### config.mk
export PLATFORM = sky130hd
export DESIGN_NAME = ocg_ram
export DESIGN_NICKNAME = d
export VERILOG_FILES = /design/src/hdl/ocg_ram.sv
export SDC_FILE = /design/constraint.sdc
export NUM_CORES = 1
export LEC_CHECK = 0
export ABC_CLOCK_PERIOD_IN_PS = 2330
export BUFFER_PORTS_ARGS = -buffer_cell sky130_fd_sc_hd__buf_2
export CAP_MARGIN = 30
export CELL_PAD_IN_SITES_DETAIL_PLACEMENT = 0
export CELL_PAD_IN_SITES_GLOBAL_PLACEMENT = 1
export CORE_MARGIN = 1
export CORE_UTILIZATION = 25
export CTS_CLUSTER_DIAMETER = 100
export CTS_CLUSTER_SIZE = 16
export DETAILED_ROUTE_END_ITERATION = 10
export HOLD_SLACK_MARGIN = 0.06
export PLACE_DENSITY = 0.54
export SLEW_MARGIN = 20
export SYNTH_ARGS = -nofsm -noshare
export SYNTH_HDL_FRONTEND = slang
export SYNTH_SLANG_ARGS = --single-unit
### constraint.sdc
create_clock -name clk -period 2.33 [get_ports clk]
set_input_delay 0.466 -clock clk [delete_from_list [all_inputs] [get_ports clk]]
set_output_delay 0.466 -clock clk [all_outputs]
set_load 0.02 [all_outputs]
### src/hdl/ocg_ram.sv
module ocg_ram #(
  parameter int WIDTH = 8,
  parameter int DEPTH = 16
) (
  input  logic                     clk,
  input  logic                     we,
  input  logic [$clog2(DEPTH)-1:0] waddr,
  input  logic [WIDTH-1:0]         wdata,
  input  logic                     re,
  input  logic [$clog2(DEPTH)-1:0] raddr,
  output logic [WIDTH-1:0]         rdata
);

  logic [WIDTH-1:0] mem [DEPTH];
  logic [WIDTH-1:0] rdata_r;

  always_ff @(posedge clk) begin
    if (we) begin
      mem[waddr] <= wdata;
    end
    if (re) begin
      rdata_r <= mem[raddr];
    end
  end

  assign rdata = rdata_r;

endmodule

==> results.ini <==
[status]
outcome = complete, no violations

[cts]
cts_root_buffer = clkbuf_16
cts_tree = done
cts.hold.buffers_added = 0
clk_latency_ns = 0.41
cts_buffer_depth = 2
htreeDepth = 4
cts-resized-gates = 0
cts_num_sinks = 136
cts_buffers = 17
cts.clk_slew.worst_paths_ns = 0.05
post-cts-setup-buffers = 0

[global_route]
grt_busiest_layer = met2
antenna_found_initial = 0
grt_first_pass_wirelength_mm = 16.4
grt_usage_pct = 11.1
use_met2_pct = 16.7
grt_overflow = 0
grt_pass1_vias = 2533
grt_util_met1_pct = 14.6
gr-usage-met3_pct = 3.28
grt_max_degree = 19

[critical_path]
start_kind = input port
cpMaxStageDelayCell = mux4_1
end_kind = flop
cp.required_ns = 2.49
r2r_cells = 3
crit_arrival_ns = 1.87
crit_type = input port to flop
critPathMaxFanout = 18
reg2reg_slack_ns = 0.72
max_stage_delay_ns = 0.65
crit_chain = buf_2 -> buf_12 -> mux4_1 -> a22oi_1 -> nand2_1

[yosys]
ys.flop_type = edfxtp_1
synthAdderAreaFrac_pct = 0
avgSynthCellArea_sq_um = 22.8
synthArstFlopShare_pct = 0
synth_mux_area_share_pct = 14.8
synth_edf_count = 136
synth_fp_nets = 248
synth_xor_area_share_pct = 0
netlist_instances = 229
synth_compound_gate_area_share_pct = 2.30
ys_types = 18
ys_warn_count = 0
synth_top_family_by_area = multiplexers
netlist_area_sq_um = 5230
ys_seq_elements = 136
ys_seq_area_share_pct = 78.1
yosys.area_share.simple_pct = 3.14

[detailed_routing]
vias = 2440
via_per_inst = 4.30
drc = 0
dr.first_iter.drc_count = 159
dr.pass1.iters = 5
postRouteAntennaNets = 0
wire_per_inst_um = 19.4
totalWireLength_mm = 11.0

[worst_hold_path]
holdPathStages = 1
hold_class = input port to flop

[pwr]
ir_drop_uv = 473
p_leak_nw = 2.09
p_per_area_nw_per_um2 = 856

[final_layout]
areaGrowthSynthToFinish_pct = 21.1
ff_latch_area_sq_um = 4080
multiInputGateArea_sq_um = 1060
diodes = 0
fin_util_pct = 31.1
drive_above_1_share_pct = 30.6
layout.nets = 303
fillerInstances = 1980

[sta]
slew_headroom_pct = 56.6
period_share_pct = 73.7
worst_pin_slew_ns = 0.649
hold_viol = 0
finClkSkew_ns = 0.00849
period_needed_ns = 1.72
slew_viol_final = 0
grt_setup_unrepaired = no
finalSetupTns_ns = 0
setup_viol = 0
fmax_mhz = 582

[job]
max_cap_violations = 0

[placed_design]
gp_congestion = 0.664
numPortBuffers = 26
hpwl_mm = 7.24

[floorplan]
dieArea_sq_um = 21500
die_x_um = 147
pin_count = 27
start_util_pct = 25.7
rows = 52
placeableCoreArea_sq_um = 20400
dieHeight_um = 147

==> cell usage after synthesis, types with 2 or more instances <==
cell | number | area [sq um]
clkdlybuf4s25_2 | 3 | 30.0
buf_6 | 3 | 33.8
nor2_1 | 13 | 48.8
nand2b_1 | 2 | 12.5
nand2_1 | 9 | 33.8
nand3b_1 | 2 | 15.0
mux4_2 | 18 | 405
a22oi_1 | 16 | 120
nor3_1 | 4 | 20.0
buf_2 | 3 | 15.0
mux4_1 | 14 | 368
edfxtp_1 | 136 | 4080
==> flip-flops by register name, summed over array words and instances (netlist names) <==
| signal | flops |
|---|---|
| rdata | 8 |
| mem | 128 |
==> through the flow <==
step           cell area (sq um)  cells  hold WS [ns]  setup slack (ns)  total power [mW]
4_1_cts                     6330    567         0.400             0.638              5.49
3_3_place_gp                5810    535         0.735             0.202              3.11
6_report                    6330    567         0.418             0.613              5.42
5_1_grt                     6330    567         0.406             0.579              5.61
2_1_floorplan               5230    229         0.565             0.371              2.97
3_5_place_dp                5810    535         0.759             0.188              3.12
==> worst max-delay path, delay by kind of cell <==
| kind | cells | cell delay, ns |
|---|---|---|
| AOI/OAI and AO/OA | 1 | 0.31 |
| buffers and inverters | 2 | 0.33 |
| muxes | 1 | 0.65 |
| and+or+nand+nor | 1 | 0.10 |
==> power by group <==
part,switching (mW),internal (mW),total (mW)
Clock,0.923,1.44,2.37
Combinational,0.170,0.114,0.284
Sequential,0.0142,2.76,2.77
==> placed cells by master (no fill, tap or decap) <==
master | netlist | routed
nand2b_1 | 2 | 2
edfxtp_1 | 136 | 136
clkinv_1 | 0 | 2
buf_4 | 1 | 16
nor2_1 | 13 | 13
clkbuf_16 | 0 | 17
nand3_1 | 1 | 1
nor3_1 | 4 | 4
clkinvlp_4 | 0 | 2
and2_1 | 1 | 1
clkbuf_1 | 0 | 4
and2b_1 | 1 | 1
mux4_1 | 14 | 14
mux4_2 | 18 | 18
a22oi_1 | 16 | 16
buf_2 | 3 | 26
buf_12 | 0 | 4
nor2b_1 | 1 | 1
clkinv_2 | 0 | 6
nand2_1 | 9 | 9
or3b_2 | 1 | 1
nand3b_1 | 2 | 2
bufinv_16 | 0 | 1
==> final timing paths <==
check,end,from
worst max register to register,rdata[2],mem[5][2]
worst min register to register,rdata[5],mem[11][5]
worst min-delay path,rdata[6],re
worst max-delay path,rdata[2],raddr[0]
==> metal layers <==
metal	part of all wire, %	wire, um	up-vias
li1	-	-	1092
met1	47	5130	1272
met2	47	5220	65
met3	4.4	489	11
met4	1.5	164	0
met5	0	0	-
==> cell type report <==
| class | instances | area share (%) |
|---|---|---|
| tap | 270 | 5.33 |
| clock inverter | 11 | 1.30 |
| timing repair buffer | 46 | 5.22 |
| multi-input combinational | 83 | 16.7 |
| sequential | 136 | 64.5 |
| clock buffer | 21 | 6.96 |
==> cell families after synthesis <==
kind of cell           Yosys count
multiplexers                    32
buffers and inverters           10
AO/OA/AOI/OAI                   16
flip-flops                     136
AND/OR/NAND/NOR                 35
Note: power is estimated with default switching activity, not from simulation.
