==> config.mk <==
export PLATFORM = sky130hd
export DESIGN_NAME = ocg_isqrt
export DESIGN_NICKNAME = d
export VERILOG_FILES = /design/src/hdl/ocg_pkg.sv /design/src/hdl/ocg_isqrt.sv
export SDC_FILE = /design/constraint.sdc
export NUM_CORES = 1
export LEC_CHECK = 0
export BUFFER_PORTS_ARGS = -buffer_cell sky130_fd_sc_hd__buf_4
export CAP_MARGIN = 20
export CORE_ASPECT_RATIO = 1.2
export CORE_MARGIN = 1
export CORE_UTILIZATION = 30
export CTS_CLUSTER_DIAMETER = 200
export DETAILED_ROUTE_END_ITERATION = 7
export PLACE_DENSITY = 0.52
export SLEW_MARGIN = 20
export SYNTH_ARGS = -nofsm -noshare
export SYNTH_HDL_FRONTEND = slang
export SYNTH_SLANG_ARGS = --single-unit
==> constraint.sdc <==
create_clock -name clk -period 2.8 [get_ports clk]
set_input_delay 0.56 -clock clk [delete_from_list [all_inputs] [get_ports clk]]
set_output_delay 0.56 -clock clk [all_outputs]
set_load 0.01 [all_outputs]
==> src/hdl/ocg_pkg.sv <==
package ocg_pkg;

  // Grid geometry.
  localparam int MAX_COLUMNS = 64;
  localparam int MAX_ROWS    = 64;
  localparam int DEPTH       = MAX_ROWS * MAX_COLUMNS;
  localparam int ADDR_W      = $clog2(DEPTH);
  localparam int COL_W       = (MAX_COLUMNS > 1) ? $clog2(MAX_COLUMNS) : 1;
  localparam int ROW_W       = (MAX_ROWS > 1) ? $clog2(MAX_ROWS) : 1;
  localparam int MAX_DIM     = (MAX_COLUMNS > MAX_ROWS) ? MAX_COLUMNS : MAX_ROWS;

  // Field widths fixed by the interface.
  localparam int COORD_W   = 16;
  localparam int CELL_W    = 12;
  localparam int CAP_W     = 15;
  localparam int USE_W     = 7;
  localparam int IDX_W     = 6;
  localparam int SQ_W      = 34;
  localparam int CFG_IDX_W = 3;
  localparam int CFG_W     = 16;

  // Largest distance magnitude along one axis: grid span plus the full coordinate range.
  localparam int MAX_SPAN = MAX_DIM * 4095 + 65536;
  localparam int MAG_W    = $clog2(MAX_SPAN + 1);
  localparam int CTR_W    = MAG_W + 1;
  localparam int PROD_W   = 2 * MAG_W;
  localparam int SUM_W    = PROD_W + 1;
  localparam int RAD_W    = 2 * CAP_W;
  localparam int ROOT_W   = CAP_W;

  localparam logic [SQ_W-1:0] SQ_ONES = {SQ_W{1'b1}};

  // Operation codes.
  localparam logic [1:0] OP_CLEAR = 2'd0;
  localparam logic [1:0] OP_ADD   = 2'd1;
  localparam logic [1:0] OP_READ  = 2'd2;

  // Configuration register indexes.
  localparam logic [CFG_IDX_W-1:0] CFG_X_LOW   = 3'd0;
  localparam logic [CFG_IDX_W-1:0] CFG_X_HIGH  = 3'd1;
  localparam logic [CFG_IDX_W-1:0] CFG_Y_LOW   = 3'd2;
  localparam logic [CFG_IDX_W-1:0] CFG_Y_HIGH  = 3'd3;
  localparam logic [CFG_IDX_W-1:0] CFG_CELL    = 3'd4;
  localparam logic [CFG_IDX_W-1:0] CFG_CAP     = 3'd5;
  localparam logic [CFG_IDX_W-1:0] CFG_COLUMNS = 3'd6;
  localparam logic [CFG_IDX_W-1:0] CFG_ROWS    = 3'd7;

  // Reset values of the configuration registers.
  localparam logic signed [COORD_W-1:0] RST_X_LOW   = -16'sd3000;
  localparam logic signed [COORD_W-1:0] RST_X_HIGH  = 16'sd3000;
  localparam logic signed [COORD_W-1:0] RST_Y_LOW   = -16'sd3000;
  localparam logic signed [COORD_W-1:0] RST_Y_HIGH  = 16'sd3000;
  localparam logic [CELL_W-1:0]         RST_CELL    = 12'd100;
  localparam logic [CAP_W-1:0]          RST_CAP     = 15'd6000;
  localparam logic [USE_W-1:0]          RST_COLUMNS = 7'd60;
  localparam logic [USE_W-1:0]          RST_ROWS    = 7'd60;

  typedef struct packed {
    logic [1:0]                op;
    logic signed [COORD_W-1:0] point_x;
    logic signed [COORD_W-1:0] point_y;
    logic                      point_valid;
    logic [IDX_W-1:0]          cell_row;
    logic [IDX_W-1:0]          cell_col;
  } in_item_t;

  typedef struct packed {
    logic [CAP_W-1:0] clearance_mm;
    logic             occupied;
    logic             out_of_grid;
  } out_item_t;

  typedef enum logic [3:0] {
    ST_CLEAR,
    ST_IDLE,
    ST_ROW_MUL,
    ST_ROW_LOAD,
    ST_CELLS,
    ST_ROW_NEXT,
    ST_DRAIN,
    ST_READ_CAP,
    ST_READ_LIM,
    ST_READ_CMP,
    ST_SQRT,
    ST_RESULT
  } state_t;

endpackage

==> src/hdl/ocg_isqrt.sv <==
module ocg_isqrt
  import ocg_pkg::*;
(
  input  logic              clk,
  input  logic              rst_n,
  input  logic              start,
  input  logic [RAD_W-1:0]  value,
  output logic              busy,
  output logic              done,
  output logic [ROOT_W-1:0] root
);

  // Restoring square root, one result bit per cycle.
  localparam int CNT_W = $clog2(ROOT_W);

  logic              busy_r;
  logic              done_r;
  logic [CNT_W-1:0]  cnt_r;
  logic [RAD_W-1:0]  val_r;
  logic [ROOT_W+1:0] rem_r;
  logic [ROOT_W-1:0] root_r;
  logic [ROOT_W+1:0] rem_sh;
  logic [ROOT_W+1:0] trial;
  logic              take;

  always_comb begin
    rem_sh = {rem_r[ROOT_W-1:0], val_r[RAD_W-1 -: 2]};
    trial  = {root_r, 2'b01};
    take   = (rem_sh >= trial);
  end

  always_ff @(posedge clk) begin
    if (!rst_n) begin
      busy_r <= 1'b0;
      done_r <= 1'b0;
      cnt_r  <= '0;
    end else begin
      done_r <= 1'b0;
      if (start) begin
        busy_r <= 1'b1;
        cnt_r  <= '0;
      end else if (busy_r) begin
        cnt_r <= cnt_r + 1'b1;
        if (cnt_r == CNT_W'(ROOT_W - 1)) begin
          busy_r <= 1'b0;
          done_r <= 1'b1;
        end
      end
    end
  end

  always_ff @(posedge clk) begin
    if (start) begin
      val_r  <= value;
      rem_r  <= '0;
      root_r <= '0;
    end else if (busy_r) begin
      val_r  <= {val_r[RAD_W-3:0], 2'b00};
      rem_r  <= take ? (rem_sh - trial) : rem_sh;
      root_r <= {root_r[ROOT_W-2:0], take};
    end
  end

  assign busy = busy_r;
  assign done = done_r;
  assign root = root_r;

endmodule

==> flow_metrics.py <==
metrics = {
    "place": {
        "port_buffers": 49,
        "detailed_place.area_mm2": 0.00410,
        "place_hpwl_um": 5240,
        "gp_congestion": 0.807,
        "placed_cells": 540,
    },
    "grt": {
        "antenna_found_initial": 0,
        "overflow": 0,
        "grt_pass1_wl_um": 12900,
        "grt_start_max_net_pins": 47,
        "grt_use_total_pct": 13.3,
        "grt_pass1_vias": 2616,
    },
    "final_layout": {
        "nets": 446,
        "postLayoutCellArea_mm2": 0.00436,
        "fin_cells": 556,
        "area_delta_synth_final_pct": 20.3,
        "diodes": 0,
        "drive_gt1_share_pct": 25.3,
        "post-route-util_pct": 37.3,
    },
    "floorplan": {
        "initial_core_util_pct": 31.0,
        "fp.dieH_um": 122,
        "core-area_mm2": 0.0117,
        "num_io_pins": 50,
        "die_width_um": 102,
        "rows": 43,
        "die-area_mm2": 0.0125,
    },
    "drt": {
        "viasPerCell": 4.83,
        "drtIter0Drc": 112,
        "postRouteAntennaNets": 0,
        "drcViolationCount": 0,
        "wirelength_um": 7580,
        "num_vias": 2686,
        "drtPass1Iterations": 4,
        "wl_per_cell_um": 13.6,
    },
    "timing": {
        "hold_violations": 0,
        "finalSetupViolCount": 0,
        "finalMaxSlewViolations": 0,
        "max-slew-margin-rel_pct": 62.0,
        "clock_skew_ns": 0.00624,
        "finalCriticalPeriod_ns": 2.53,
        "fmax_mhz": 395,
        "rsz0062_at_grt": "false",
        "max_slew.worst_pin.slew_ns": 0.568,
        "fin_crit_sh_pct": 90.4,
        "fin_setup_tns_ns": 0,
    },
    "logic_synthesis": {
        "yosys_register_bits": 66,
        "synth_edf_count": 30,
        "yosysUniqueCellTypes": 55,
        "syn_nets": 400,
        "synth.cell_area_mm2": 0.00362,
        "synthArstFlopShare_pct": 0,
        "syn_inst": 348,
        "yosysSeqAreaShare_pct": 44.8,
        "yosys_warnings": 0,
        "ys.flop_type": "dfxtp_1",
        "syn_avg_cell_area_um2": 10.4,
    },
    "run_status": {
        "status": "completed",
    },
    "critical_path": {
        "reg2reg_to": "rem_r[0]",
        "arrival_ns": 2.76,
        "critPathLaunchType": "flop",
        "required_ns": 3.03,
        "worstReg2RegStart": "root[12]",
        "worst-path-max-fanout": 12,
        "end_kind": "flop",
        "rr_worst_depth": 8,
        "reg2reg_slack_ns": 0.27,
        "crit_type": "reg -> reg",
    },
    "clocking": {
        "cts_setup_buffers": 0,
        "hold_buffers": 0,
        "clk_pin_slew_ns": 0.05,
        "cts_buffer_depth": 2,
        "ctsHtreeMaxLevel": 3,
        "cts_sinks": 66,
        "clkLatencyLatePin_ns": 0.33,
        "cts_tree": "done",
        "cts_resized": 0,
        "cts_buffers": 9,
        "clockRootBuffer": "clkbuf_16",
    },
    "power": {
        "power.switching_mw": 1.07,
        "cellPowerDensity_mw_per_mm2": 745,
        "clkPwrFrac_pct": 30.6,
        "p_int_mw": 2.18,
        "seqPwrFrac_pct": 36.0,
        "p_comb_share_pct": 33.4,
        "vdd_ir_drop_max_mv": 0.282,
        "leakagePower_nw": 1.72,
        "swShare_pct": 33.0,
    },
    "min_path": {
        "worstHoldStart": "rst_n",
        "hold_path_end": "busy",
        "hold_class": "in -> reg",
        "hold_path_depth": 2,
    },
    "flow_run": {
        "maxCapViolations": 0,
    },
}
-- layer usage --
| metal | up-vias | GRT usage (%) | routed length (um) |
|---|---|---|---|
| met2 | 63 | 21.3 | 3500 |
| li1 | 1364 | - | - |
| met4 | 0 | 5.36 | 123 |
| met5 | - | 0 | 0 |
| met1 | 1249 | 16.3 | 3530 |
| met3 | 10 | 4.50 | 434 |
-- sequential cells by signal, indices dropped and copies added (netlist names) --
signal	cells
cnt_r	4
root	15
busy	1
rem_r	15
val_r	30
done	1
-- worst max-delay path by stage --
stage / start / end / slack [ns] / cells after the start
floorplan: root[1] / rem_r[0] / 0.60 / 8
global placement: root[12] / rem_r[0] / 0.30 / 8
detailed placement: root[12] / rem_r[0] / 0.28 / 8
CTS: root[12] / rem_r[0] / 0.24 / 8
global route: root[2] / rem_r[11] / 0.06 / 8
finish: root[12] / rem_r[0] / 0.27 / 8
-- power groups by stage --
stage	registers, mW	clock network (mW)	logic (mW)
global placement	1.19	0	1.09
CTS	1.17	1.03	1.09
detailed placement	1.19	0	1.08
finish	1.17	0.993	1.08
global route	1.18	1.08	1.20
floorplan	1.17	0	0.883
-- synth_stat cells (2+ instances only) --
cell type,n,area share [%]
mux2i_1,17,4.7
buf_2,2,0.28
clkbuf_1,7,0.73
and3_1,3,0.52
ha_1,19,6.6
xor2_1,7,1.7
o211ai_1,6,1.2
nor3b_1,2,0.41
o21ai_1,2,0.28
a41o_1,2,0.55
or3_1,3,0.52
o2111ai_1,2,0.48
nand2_1,26,2.7
a211oi_1,5,1.0
o21a_1,2,0.41
nand3_1,7,0.97
edfxtp_1,30,25
xnor2_1,5,1.2
inv_1,23,2.4
mux2_2,28,8.7
nor2b_1,2,0.35
dfxtp_1,36,20
a311oi_1,10,2.4
nand2b_1,2,0.35
a21o_1,5,1.0
o21ai_0,8,1.1
buf_1,2,0.21
nor3_1,2,0.28
buf_6,5,1.6
nand4_1,2,0.35
or2_2,2,0.35
or4_1,2,0.41
nor2_1,39,4.0
a21oi_1,10,1.4
and2_1,3,0.52
-- critical path: stages (launching register included) --
cell	delay [ns]
dfxtp_1	0.36
inv_1	0.07
ha_1	0.35
and3_4	0.22
a221o_1	0.33
a31oi_4	0.23
o211ai_2	0.30
or4_1	0.49
o311ai_1	0.09
-- placed cells by master, fill, tap and decap left out, types with 5 or more instances in the layout --
cell type,count
a211oi_1,5
a21o_1,5
a21oi_1,10
a311oi_1,10
buf_4,52
clkbuf_16,9
dfxtp_1,35
edfxtp_1,30
ha_1,19
inv_1,23
mux2_2,28
mux2i_1,17
nand2_1,26
nand3_1,7
nor2_1,39
o211ai_1,6
o21ai_0,8
xnor2_1,5
xor2_1,7
-- cell families (layout without fill, tap and decap cells) --
kind of cell / after synthesis / count (layout) / share of synthesized area, %
AND/OR/NAND/NOR: 99 / 99 / 12.7
AO/OA/AOI/OAI: 67 / 67 / 14.3
flip-flops: 66 / 66 / 44.8
multiplexers: 45 / 45 / 13.4
buffers and inverters: 40 / 91 / 5.35
adder cells (fa/ha/maj): 19 / 19 / 6.56
XOR/XNOR: 12 / 12 / 2.90
-- stage by stage --
step / total power [mW] / setup slack [ns] / hold WS [ns]
2_1_floorplan: 2.05 / 0.599 / 0.456
3_5_place_dp: 2.27 / 0.280 / 0.490
6_report: 3.25 / 0.269 / 0.461
4_1_cts: 3.29 / 0.238 / 0.452
5_1_grt: 3.46 / 0.0623 / 0.479
3_3_place_gp: 2.28 / 0.305 / 0.488
-- cell type report --
cell class	count	area (um^2)
clock buffers	12	236
clock inverters	4	18.8
fillers	1197	7320
inverters	23	86.3
multi-input cells	242	1810
flip-flops and latches	66	1620
well taps	157	196
repair buffers	52	390
Note: power is estimated with default switching activity, not from simulation.
